===== src/hw/rtl/tpbrd_pkg.sv =====
`timescale 1ns / 1ps

package tpbrd_pkg;

  // A store write clears the store once it holds more than this many entries
  localparam logic [31:0] CLEAR_LIMIT = 32'd500;
  // CORDIC gain compensation, 0.6072529 in Q30
  localparam logic signed [35:0] GAIN_Q30 = 36'sd652032874;
  localparam int ATAN_IDX_W = 5;

  // Stored entry: stamp, position and 16-bit binary yaw
  typedef struct packed {
    logic [31:0]        stamp;
    logic signed [31:0] x;
    logic signed [31:0] y;
    logic [15:0]        yaw;
  } tpbrd_entry_t;

  // Commands from the controller to the datapath
  typedef struct packed {
    logic cap;
    logic sq;
    logic vec_ld;
    logic wr;
    logic scan;
    logic rd_start;
    logic rd_end;
    logic lat_start;
    logic lat_end;
    logic rot1_ld;
    logic cs_cap;
    logic mul;
    logic rot2_ld;
    logic out_load;
  } tpbrd_cmd_t;

  // Status from the datapath to the controller
  typedef struct packed {
    logic is_query;
    logic cordic_busy;
    logic scan_done;
    logic found_both;
    logic mul_done;
    logic out_free;
  } tpbrd_sts_t;

  // atan(2^-i) in 32-bit binary angle units
  function automatic logic [31:0] atan_turn(input logic [ATAN_IDX_W-1:0] i);
    logic [31:0] v;
    case (i)
      5'd0:  v = 32'd536870912;
      5'd1:  v = 32'd316933406;
      5'd2:  v = 32'd167458907;
      5'd3:  v = 32'd85004756;
      5'd4:  v = 32'd42667331;
      5'd5:  v = 32'd21354465;
      5'd6:  v = 32'd10679838;
      5'd7:  v = 32'd5340245;
      5'd8:  v = 32'd2670163;
      5'd9:  v = 32'd1335087;
      5'd10: v = 32'd667544;
      5'd11: v = 32'd333772;
      5'd12: v = 32'd166886;
      5'd13: v = 32'd83443;
      5'd14: v = 32'd41722;
      5'd15: v = 32'd20861;
      5'd16: v = 32'd10430;
      5'd17: v = 32'd5215;
      5'd18: v = 32'd2608;
      5'd19: v = 32'd1304;
      5'd20: v = 32'd652;
      5'd21: v = 32'd326;
      5'd22: v = 32'd163;
      5'd23: v = 32'd81;
      default: v = 32'd0;
    endcase
    return v;
  endfunction

  // Saturate to signed 32 bits
  function automatic logic [31:0] sat32(input logic signed [35:0] v);
    logic [31:0] r;
    if (v > 36'sd2147483647) begin
      r = 32'h7FFF_FFFF;
    end else if (v < -36'sd2147483648) begin
      r = 32'h8000_0000;
    end else begin
      r = v[31:0];
    end
    return r;
  endfunction

  // Q30 to Q14, round to nearest, clamp to one
  function automatic logic [15:0] q30_to_q14(input logic signed [35:0] v);
    logic signed [35:0] t;
    logic signed [19:0] s;
    logic [15:0]        r;
    t = v + 36'sd32768;
    s = t[35:16];
    if (s > 20'sd16384) begin
      r = 16'h4000;
    end else if (s < -20'sd16384) begin
      r = 16'hC000;
    end else begin
      r = s[15:0];
    end
    return r;
  endfunction

endpackage


===== src/hw/rtl/tpbrd_ctrl.sv =====
`timescale 1ns / 1ps

module tpbrd_ctrl
  import tpbrd_pkg::*;
(
  input  logic       clk,
  input  logic       rst_n,
  input  logic       in_valid,
  output logic       in_stall,
  output tpbrd_cmd_t cmd,
  input  tpbrd_sts_t sts
);

  typedef enum logic [3:0] {
    ST_IDLE, ST_SQ, ST_VLD, ST_VEC, ST_WR, ST_SCAN, ST_RDS, ST_RDE,
    ST_LATE, ST_R1LD, ST_R1, ST_MUL, ST_R2LD, ST_R2, ST_OUT
  } state_t;

  state_t state_r, state_nxt;
  logic   in_stall_r;

  // next state and commands
  always_comb begin
    state_nxt = state_r;
    cmd       = '0;
    case (state_r)
      ST_IDLE: begin
        cmd.cap = in_valid && !in_stall_r;
        if (cmd.cap) state_nxt = ST_SQ;
      end
      ST_SQ: begin
        cmd.sq    = 1'b1;
        state_nxt = sts.is_query ? ST_SCAN : ST_VLD;
      end
      ST_VLD: begin
        cmd.vec_ld = 1'b1;
        state_nxt  = ST_VEC;
      end
      ST_VEC: begin
        if (!sts.cordic_busy) state_nxt = ST_WR;
      end
      ST_WR: begin
        cmd.wr    = 1'b1;
        state_nxt = ST_IDLE;
      end
      ST_SCAN: begin
        cmd.scan = 1'b1;
        if (sts.scan_done) state_nxt = sts.found_both ? ST_RDS : ST_OUT;
      end
      ST_RDS: begin
        cmd.rd_start = 1'b1;
        state_nxt    = ST_RDE;
      end
      ST_RDE: begin
        cmd.rd_end    = 1'b1;
        cmd.lat_start = 1'b1;
        state_nxt     = ST_LATE;
      end
      ST_LATE: begin
        cmd.lat_end = 1'b1;
        state_nxt   = ST_R1LD;
      end
      ST_R1LD: begin
        cmd.rot1_ld = 1'b1;
        state_nxt   = ST_R1;
      end
      ST_R1: begin
        if (!sts.cordic_busy) begin
          cmd.cs_cap = 1'b1;
          state_nxt  = ST_MUL;
        end
      end
      ST_MUL: begin
        cmd.mul = !sts.mul_done;
        if (sts.mul_done) state_nxt = ST_R2LD;
      end
      ST_R2LD: begin
        cmd.rot2_ld = 1'b1;
        state_nxt   = ST_R2;
      end
      ST_R2: begin
        if (!sts.cordic_busy) state_nxt = ST_OUT;
      end
      ST_OUT: begin
        if (sts.out_free) begin
          cmd.out_load = 1'b1;
          state_nxt    = ST_IDLE;
        end
      end
      default: state_nxt = ST_IDLE;
    endcase
  end

  // state and registered stall
  always_ff @(posedge clk) begin
    if (!rst_n) begin
      state_r    <= ST_IDLE;
      in_stall_r <= 1'b1;
    end else begin
      state_r    <= state_nxt;
      in_stall_r <= (state_nxt != ST_IDLE);
    end
  end

  assign in_stall = in_stall_r;

`ifndef SYNTHESIS
  a_cap_then_sq: assert property (@(posedge clk) disable iff (!rst_n)
    cmd.cap |=> (state_r == ST_SQ))
    else $error("accepted beat did not start work");
  a_out_free: assert property (@(posedge clk) disable iff (!rst_n)
    cmd.out_load |-> sts.out_free)
    else $error("result overwrote a waiting beat");
  a_idle_cordic: assert property (@(posedge clk) disable iff (!rst_n)
    (state_r == ST_IDLE) |-> !sts.cordic_busy)
    else $error("CORDIC busy while idle");
`endif

endmodule


===== config.mk =====
export PLATFORM = sky130hd
export DESIGN_NAME = tpbrd_ctrl
export DESIGN_NICKNAME = d
export VERILOG_FILES = /design/src/hw/rtl/tpbrd_pkg.sv /design/src/hw/rtl/tpbrd_ctrl.sv
export SDC_FILE = /design/constraint.sdc
export NUM_CORES = 1
export LEC_CHECK = 0
export ABC_AREA = 1
export BUFFER_PORTS_ARGS = -buffer_cell sky130_fd_sc_hd__buf_2
export CAP_MARGIN = 20
export CORE_AREA = 10 10 47 49
export CTS_CLUSTER_SIZE = 8
export DETAILED_ROUTE_END_ITERATION = 12
export DIE_AREA = 0 0 57 59
export PLACE_DENSITY = 0.71
export SETUP_SLACK_MARGIN = 0.1
export SYNTH_ARGS = -nofsm -noshare
export SYNTH_HDL_FRONTEND = slang
export SYNTH_SLANG_ARGS = --single-unit

===== constraint.sdc =====
create_clock -name clk -period 3.8 [get_ports clk]
set_clock_uncertainty 0.15 [all_clocks]
set_input_delay 0.76 -clock clk [delete_from_list [all_inputs] [get_ports clk]]
set_output_delay 0.76 -clock clk [all_outputs]
set_load 0.02 [all_outputs]

==> results of run 1 <==
kinds of logic after synthesis:
kind of cell	Yosys count	synth area share
flops	5	0.181
simple gates	66	0.582
compound gates	4	0.0406
buf+inv	28	0.196
power groups by stage:
stage / Combinational [uW] / Clock [uW] / Sequential [uW]
2_1_floorplan: 63.8 / 0 / 76.9
3_3_place_gp: 96.4 / 0 / 73.0
5_1_grt: 108 / 65.6 / 74.3
6_report: 97.2 / 60.1 / 72.8
4_1_cts: 97.3 / 62.5 / 72.1
3_5_place_dp: 97.1 / 0 / 73.0
layer usage:
layer	track usage	up-vias	wire length, um
met4	0.0403	0	23
met1	0.105	277	713
met5	0	-	0
met3	0.0236	2	50
met2	0.167	16	754
li1	-	362	-
worst min-delay path, stage by stage:
cell and delay (ns):
buf_2 0.10, nand2_1 0.05, inv_1 0.04
stage by stage:
stage	cells	setup slack, ns	cell area (um2)
after floorplan	103	1.58	554
after global placement	141	1.65	682
after detailed placement	141	1.63	682
after CTS	145	1.56	708
after global routing	145	1.40	708
final	145	1.57	708
placed cells by master (no fill, tap or decap):
| cell type | netlist | routed |
|---|---|---|
| nor2_4 | 2 | 2 |
| inv_2 | 5 | 5 |
| nand2_1 | 26 | 26 |
| nand2_2 | 2 | 2 |
| buf_2 | 0 | 23 |
| a21oi_1 | 2 | 2 |
| nand3_1 | 10 | 10 |
| o211ai_1 | 1 | 1 |
| dfxtp_1 | 5 | 5 |
| nand3b_1 | 3 | 3 |
| clkbuf_4 | 0 | 3 |
| nor3_1 | 2 | 2 |
| nand3_2 | 3 | 3 |
| nor2_1 | 14 | 14 |
| o21ai_1 | 1 | 1 |
| nor2_2 | 4 | 4 |
| inv_1 | 22 | 22 |
| clkbuf_1 | 0 | 1 |
area by class of cell:
cell class / instances / share of cell area
Timing Repair Buffer: 23 / 0.163
Inverter: 27 / 0.143
Tap cell: 16 / 0.0283
Clock buffer: 4 / 0.0371
Multi-Input combinational cell: 70 / 0.488
Sequential cell: 5 / 0.141
registers in the layout, summed over array words and instances, names as in the netlist:
register  flops
state_r       4
in_stall      1
how the worst min path moves through the flow:
stage,from,slack (ns),to
floorplan,state_r[3],0.58,state_r[1]
global placement,in_stall,0.63,state_r[0]
detailed placement,in_stall,0.63,state_r[0]
CTS,rst_n,0.58,state_r[3]
global route,rst_n,0.61,state_r[3]
finish,rst_n,0.58,state_r[3]
==> results.ini, run 1 <==
[finish]
multiInputGateArea_um2 = 345
nFillCells = 168
register_area_um2 = 100
diodes = 0
areaGrowthSynthToFinish_pct = 27.8
final_nets = 139
drive_above_1_share = 0.326
postLayoutCoreUtil = 0.505

[sta]
setup_viol = 0
rsz0062_at_grt = false
drv_slew = 0
fmax_mhz = 449
final-hold-violation-count = 0
finalCriticalPeriod_ns = 2.23
finalSetupTns_ns = 0
tightest_slew_ns = 0.352
holdWs_ns = 0.583
fin_crit_sh = 0.586
max_slew_margin = 0.765

[logic_synthesis]
synth_edf_count = 0
ys_top_cells_by_area = dfxtp_1, nand2_1, inv_1, nor2_1, nand3_1
synth_common_cells = nand2_1, inv_1, nor2_1, nand3_1
yosys.area.top_type = dfxtp_1
netlist_area_um2 = 554
seq_area_frac_synth = 0.181
synth_cells = 103
synth_top_area_share = 0.181
yosys_most_used_dff = dfxtp_1
synth.most_common_cell = nand2_1
syn_nets = 112
ys_warn_count = 0
avgSynthCellArea_um2 = 5.38
yosysUniqueCellTypes = 16
ys_seq_elements = 5
async_flop_share = 0

[clock_network]
post_cts_buffers = 0
cts_buffers = 3
h-tree-depth = 1
ctsResizeCount = 0
clockRootBuffer = clkbuf_4
cts_tree = yes
clock_latency_ns = 0.24
cts_sinks = 5
clockBufferDepth = 2
clk_pin_slew_ns = 0.04
cts_hold_buf = 0

[floorplan]
dieArea_um2 = 3360
coreArea_um2 = 1400
boundaryPins = 24
dieHeight_um = 59
rows = 14
die_w_um = 57
initial_core_util = 0.396

[setup_path]
crit_required_ns = 2.89
rr_worst_depth = 7
cpMaxStageDelayCell = dfxtp_1
critPathMaxFanout = 6
cp_num_buf_inv = 3
cp-start-kind = flop
cp_common_cell = inv_1
crit_start = state_r[1]
worst-path-stages = 5
crit_path_end = cmd[0]
slowest_delay_ns = 0.42
rrSetupSlack_ns = 2.35
reg2reg_from = state_r[0]
critical_path.top_delay_family = flip-flops
path_cells = inv_1, nor2_4, inv_1, nor3_1, buf_2
critPathArrivalTime_ns = 1.32
path_class = flop to output port
worstSetupEndpointType = output port
reg2reg_to = in_stall

[global_route]
antenna_found_initial = 0
grt_pass1_wl_um = 2640
grt-ovfl-total = 0
grt_max_degree = 9
track_usage = 0.0946
grt_pass1_vias = 614

[detailed_routing]
routed_wl_um = 1540
vias = 657
drtIter0Drc = 15
viasPerCell = 4.53
dr.pass1.iters = 4
antenna_left = 0
drc = 0
wire_per_inst_um = 10.6

[power]
seqPwrFrac = 0.317
power_density_nw_per_um2 = 325
power_switching_uw = 97.3
pwr-share-clk = 0.261
power_leakage_uw = 0.000506
swShare = 0.423
vdd_drop_max_v = 0.000238
power.internal_uw = 133
pwr-share-comb = 0.422
total_power_uw = 230

[status]
outcome = finished clean

[hold_path]
worstHoldPathType = primary input to flop
whs_path_depth = 3

[place]
io_buffers = 23
gp_congestion = 0.927
hpwl_um = 1330

[job]
maxCapViolations = 0

Power figures use the tool's default switching activity.
==> run 2: changes to the inputs <==
Clock period 3.8 ns to 2.1 ns, I/O delays scaled along.
==> run 2 against run 1 <==
- worst setup slack got worse by 1.3 ns
- sequential share of layout area rose by 0.15 points
- global-route usage down 0.19 points
- flip-flop and latch count stayed put
- non-clock buffer count unchanged
- hold slack worse by 0.33 ns
- critical path type unchanged
- total power increased by 78%
- critical endpoint is now cmd[2]
- design area rose by 0.18%
- critical path depth stayed put
- highest routed layer unchanged
==> results.ini, run 2 (synthesized netlist as in run 1, its figures left out) <==
[power]
vdd_drop_max_v = 0.000327
power_leakage_uw = 0.000506
power_density_nw_per_um2 = 578

[floorplan]
boundaryPins = 24
dieHeight_um = 59
coreArea_um2 = 1400
initial_core_util = 0.396
dieArea_um2 = 3360
die_w_um = 57
rows = 14

[clock_network]
cts_tree = yes
clockBufferDepth = 2
cts_buffers = 3
ctsResizeCount = 0
clk_pin_slew_ns = 0.04
clock_latency_ns = 0.23
cts_hold_buf = 0
h-tree-depth = 1
cts_sinks = 5
post_cts_buffers = 0
clockRootBuffer = clkbuf_4

[setup_path]
critPathMaxFanout = 7
cpMaxStageDelayCell = dfxtp_1
rrSetupSlack_ns = 0.68
path_class = flop to output port
crit_required_ns = 1.53
cp-start-kind = flop
critPathArrivalTime_ns = 1.28
slowest_delay_ns = 0.38
cp_num_buf_inv = 3
reg2reg_from = state_r[0]
reg2reg_to = in_stall
rr_worst_depth = 7
critical_path.top_delay_family = flip-flops
path_cells = inv_2, nor2_2, nand3_2, inv_1, buf_2
worstSetupEndpointType = output port

[place]
pre_cts_ws_ns = 0.489
placedCellCount = 141
hpwl_um = 1310
io_buffers = 23
gp_congestion = 0.841

[sta]
rsz0062_at_grt = false
fmax_mhz = 541
holdWs_ns = 0.248
setup_ws_ns = 0.251
setup_viol = 0
final-hold-violation-count = 0
drv_slew = 0
max_slew_margin = 0.797
fin_crit_sh = 0.881
finalCriticalPeriod_ns = 1.85
finalSetupTns_ns = 0
tightest_slew_ns = 0.304

[job]
maxCapViolations = 0

[global_route]
antenna_found_initial = 0
top_usage_layer = met2
grt_pass1_vias = 613
grt_pass1_wl_um = 2560
grtUsageMet3 = 0.0258
grt_max_degree = 9
grt_use_met2 = 0.169
track_usage = 0.0927
use_met1 = 0.0969
grt-ovfl-total = 0

[finish]
regMostFlops = state_r
nFillCells = 161
layout_common_cells = nand2_1, buf_2, inv_1, nor2_1, nand3_1
diodes = 0
final_cells = 145
final_nets = 139
areaGrowthSynthToFinish_pct = 28.0
postLayoutCoreUtil = 0.506
largest_reg_flops = 4
drive_above_1_share = 0.333
layout_commonest_cell = nand2_1

[hold_path]
hold_path_end = state_r[3]
worstHoldPathType = primary input to flop
whs_path_depth = 3
worstHoldStart = rst_n

[detailed_routing]
drc = 0
routed_wl_um = 1490
vias = 653
drtIter0Drc = 11
antenna_left = 0
wire_per_inst_um = 10.3
viasPerCell = 4.50
dr.pass1.iters = 4

[status]
outcome = finished clean

==> run 2: final cells by class <==
| cell class | instances | area (um2) | area share |
|---|---|---|---|
| Clock buffer | 4 | 26.3 | 0.0370 |
| Inverter | 27 | 101 | 0.143 |
| Multi-Input combinational cell | 70 | 345 | 0.487 |
| Sequential cell | 5 | 101 | 0.143 |
| Tap cell | 16 | 20.0 | 0.0282 |
| Timing Repair Buffer | 23 | 115 | 0.162 |
==> run 2: power by group <==
part | internal, uW | leakage (uW) | total [uW] | switching, uW
combinational | 57.0 | 0.000450 | 174 | 117
sequential | 112 | 0.0000413 | 131 | 18.5
clock | 71.5 | 0.0000150 | 106 | 34.1
total | 241 | 0.000506 | 410 | 169
==> run 2: per-layer routing <==
metal	share of wire	routed length, um	vias up
li1	-	-	356
met1	0.42	631	275
met2	0.50	751	20
met3	0.064	95	2
met4	0.0094	14	0
met5	0	0	-
==> run 2: worst reg2reg max path: cells and delay by family (launching register included) <==
kind / cells / cell delay, ns
AND/OR/NAND/NOR: 7 / 0.70
flip-flops: 1 / 0.46
==> run 2: metrics by stage <==
step / total power (uW) / area [um2]
floorplan: 255 / 554
global placement: 305 / 682
detailed placement: 306 / 682
CTS: 416 / 708
global route: 451 / 709
finish: 410 / 709
==> run 2: worst max path at each step <==
stage / startpoint / to / slack, ns / cells after the start
5_1_grt: state_r[3] / cmd[2] / 0.12 / 5
4_1_cts: state_r[3] / cmd[2] / 0.23 / 5
2_1_floorplan: state_r[1] / cmd[0] / 0.37 / 4
3_5_place_dp: state_r[1] / cmd[0] / 0.49 / 5
3_3_place_gp: state_r[1] / cmd[0] / 0.50 / 5
6_report: state_r[3] / cmd[2] / 0.25 / 5
==> run 3: changes to the inputs <==
Settings changed: CTS_BUF_LIST set to sky130_fd_sc_hd__clkbuf_16.
==> run 3 against run 2 <==
- maximum frequency rose by 0.72%
- first-iteration DRC count did not move
- largest cell class unchanged
- combinational power barely moved
- die area did not move
- sequential power barely moved
- clock-buffer cell count fell by 1
- total power rose by 48%
- non-clock buffer count did not move
==> results.ini, run 3 (synthesized netlist as in run 1, its figures left out) <==
[setup_path]
worstSetupEndpointType = output port
path_class = flop to output port
reg2reg_from = state_r[0]
critPathArrivalTime_ns = 1.27
crit_required_ns = 1.53
critPathMaxFanout = 8
cp-start-kind = flop
crit_start = state_r[0]

[finish]
layout_common_cells = nand2_1, inv_1, buf_2, nor2_1, nand3_1
areaGrowthSynthToFinish_pct = 37.5
register_area_um2 = 101
stdcell_area_um2 = 762
multiInputGateArea_um2 = 345
postLayoutCoreUtil = 0.544
largest_reg_flops = 4
regMostFlops = state_r
drive_above_1_share = 0.333
nFillCells = 154
layout_commonest_cell = nand2_1
diodes = 0
final_nets = 139

[place]
io_buffers = 23
dpl_cell_area_um2 = 682
hpwl_um = 1310
gp_congestion = 0.841

[sta]
rsz0062_at_grt = false
max_slew_margin = 0.796
holdWs_ns = 0.262
tightest_slew_ns = 0.306
drv_slew = 0
finalCriticalPeriod_ns = 1.84
setup_viol = 0
fmax_mhz = 545
fin_crit_sh = 0.874
finalSetupTns_ns = 0
final-hold-violation-count = 0

[detailed_routing]
drt-met1-wl_um = 655
vias = 650
routed.top_layer = met4
wire_per_inst_um = 10.7
viasPerCell = 4.48
wl_met3_um = 81
drc = 0
routed_wl_um = 1550
drtIter0Drc = 11
route.met2.wl_um = 799
dr.pass1.iters = 4
antenna_left = 0

[clock_network]
cts_hold_buf = 0
h-tree-depth = 1
post_cts_buffers = 0
cts_buffers = 3
ctsResizeCount = 0
cts_sinks = 5
cts_tree = yes
clockBufferDepth = 2
clock_latency_ns = 0.22
clockRootBuffer = clkbuf_16
clk_pin_slew_ns = 0.03

[global_route]
grt_pass1_vias = 622
grt-ovfl-total = 0
grt_max_degree = 9
grt_pass1_wl_um = 2620
track_usage = 0.0971
antenna_found_initial = 0

[floorplan]
dieHeight_um = 59
die_w_um = 57
coreArea_um2 = 1400
rows = 14
dieArea_um2 = 3360
initial_core_util = 0.396
boundaryPins = 24

[hold_path]
worstHoldPathType = primary input to flop
worstHoldStart = rst_n

[power]
power_density_nw_per_um2 = 797
total_power_uw = 607
vdd_drop_max_v = 0.000687
power_leakage_uw = 0.000534

[status]
outcome = finished clean

[job]
maxCapViolations = 0

==> run 3: changes by cell type in the layout (fill, tap and decap cells not counted), sizes merged <==
cell    change
inv         +1
clkbuf      -1
==> run 3: worst paths after layout <==
check / end / slack (ns) / depth (start not counted)
min: state_r[3] / 0.26 / 3
min reg2reg: state_r[1] / 0.64 / 5
max reg2reg: in_stall / 0.66 / 7
max: cmd[4] / 0.26 / 5
==> run 3: critical path: stages (launching register included) <==
cell	delay [ns]
dfxtp_1	0.45
inv_2	0.09
nor2_4	0.19
nand2_1	0.10
inv_1	0.06
buf_2	0.15
==> run 3: layer usage <==
metal | GRT usage | vias to the layer above
met2 | 0.172 | 14
met1 | 0.0982 | 277
met3 | 0.0215 | 2
li1 | - | 357
met4 | 0.0705 | 0
met5 | 0 | -
==> run 3: layout make-up <==
type,count,share of cell area
multi-input cells,70,0.453
well taps,16,0.0263
repair buffers,23,0.151
flip-flops and latches,5,0.133
clock inverters,1,0.00493
inverters,27,0.133
clock buffers,3,0.0985
==> run 3: report_power, final <==
group	internal (uW)	switching [uW]	leakage [uW]
sequential	112	18.6	0.0000413
combinational	57.0	117	0.000450
clock	246	56.3	0.0000423
total	415	192	0.000534
==> run 3: through the flow <==
stage / std cells / setup WS, ns
6_report: 145 / 0.264
5_1_grt: 145 / 0.144
4_1_cts: 145 / 0.250
3_5_place_dp: 141 / 0.489
3_3_place_gp: 141 / 0.503
2_1_floorplan: 103 / 0.374
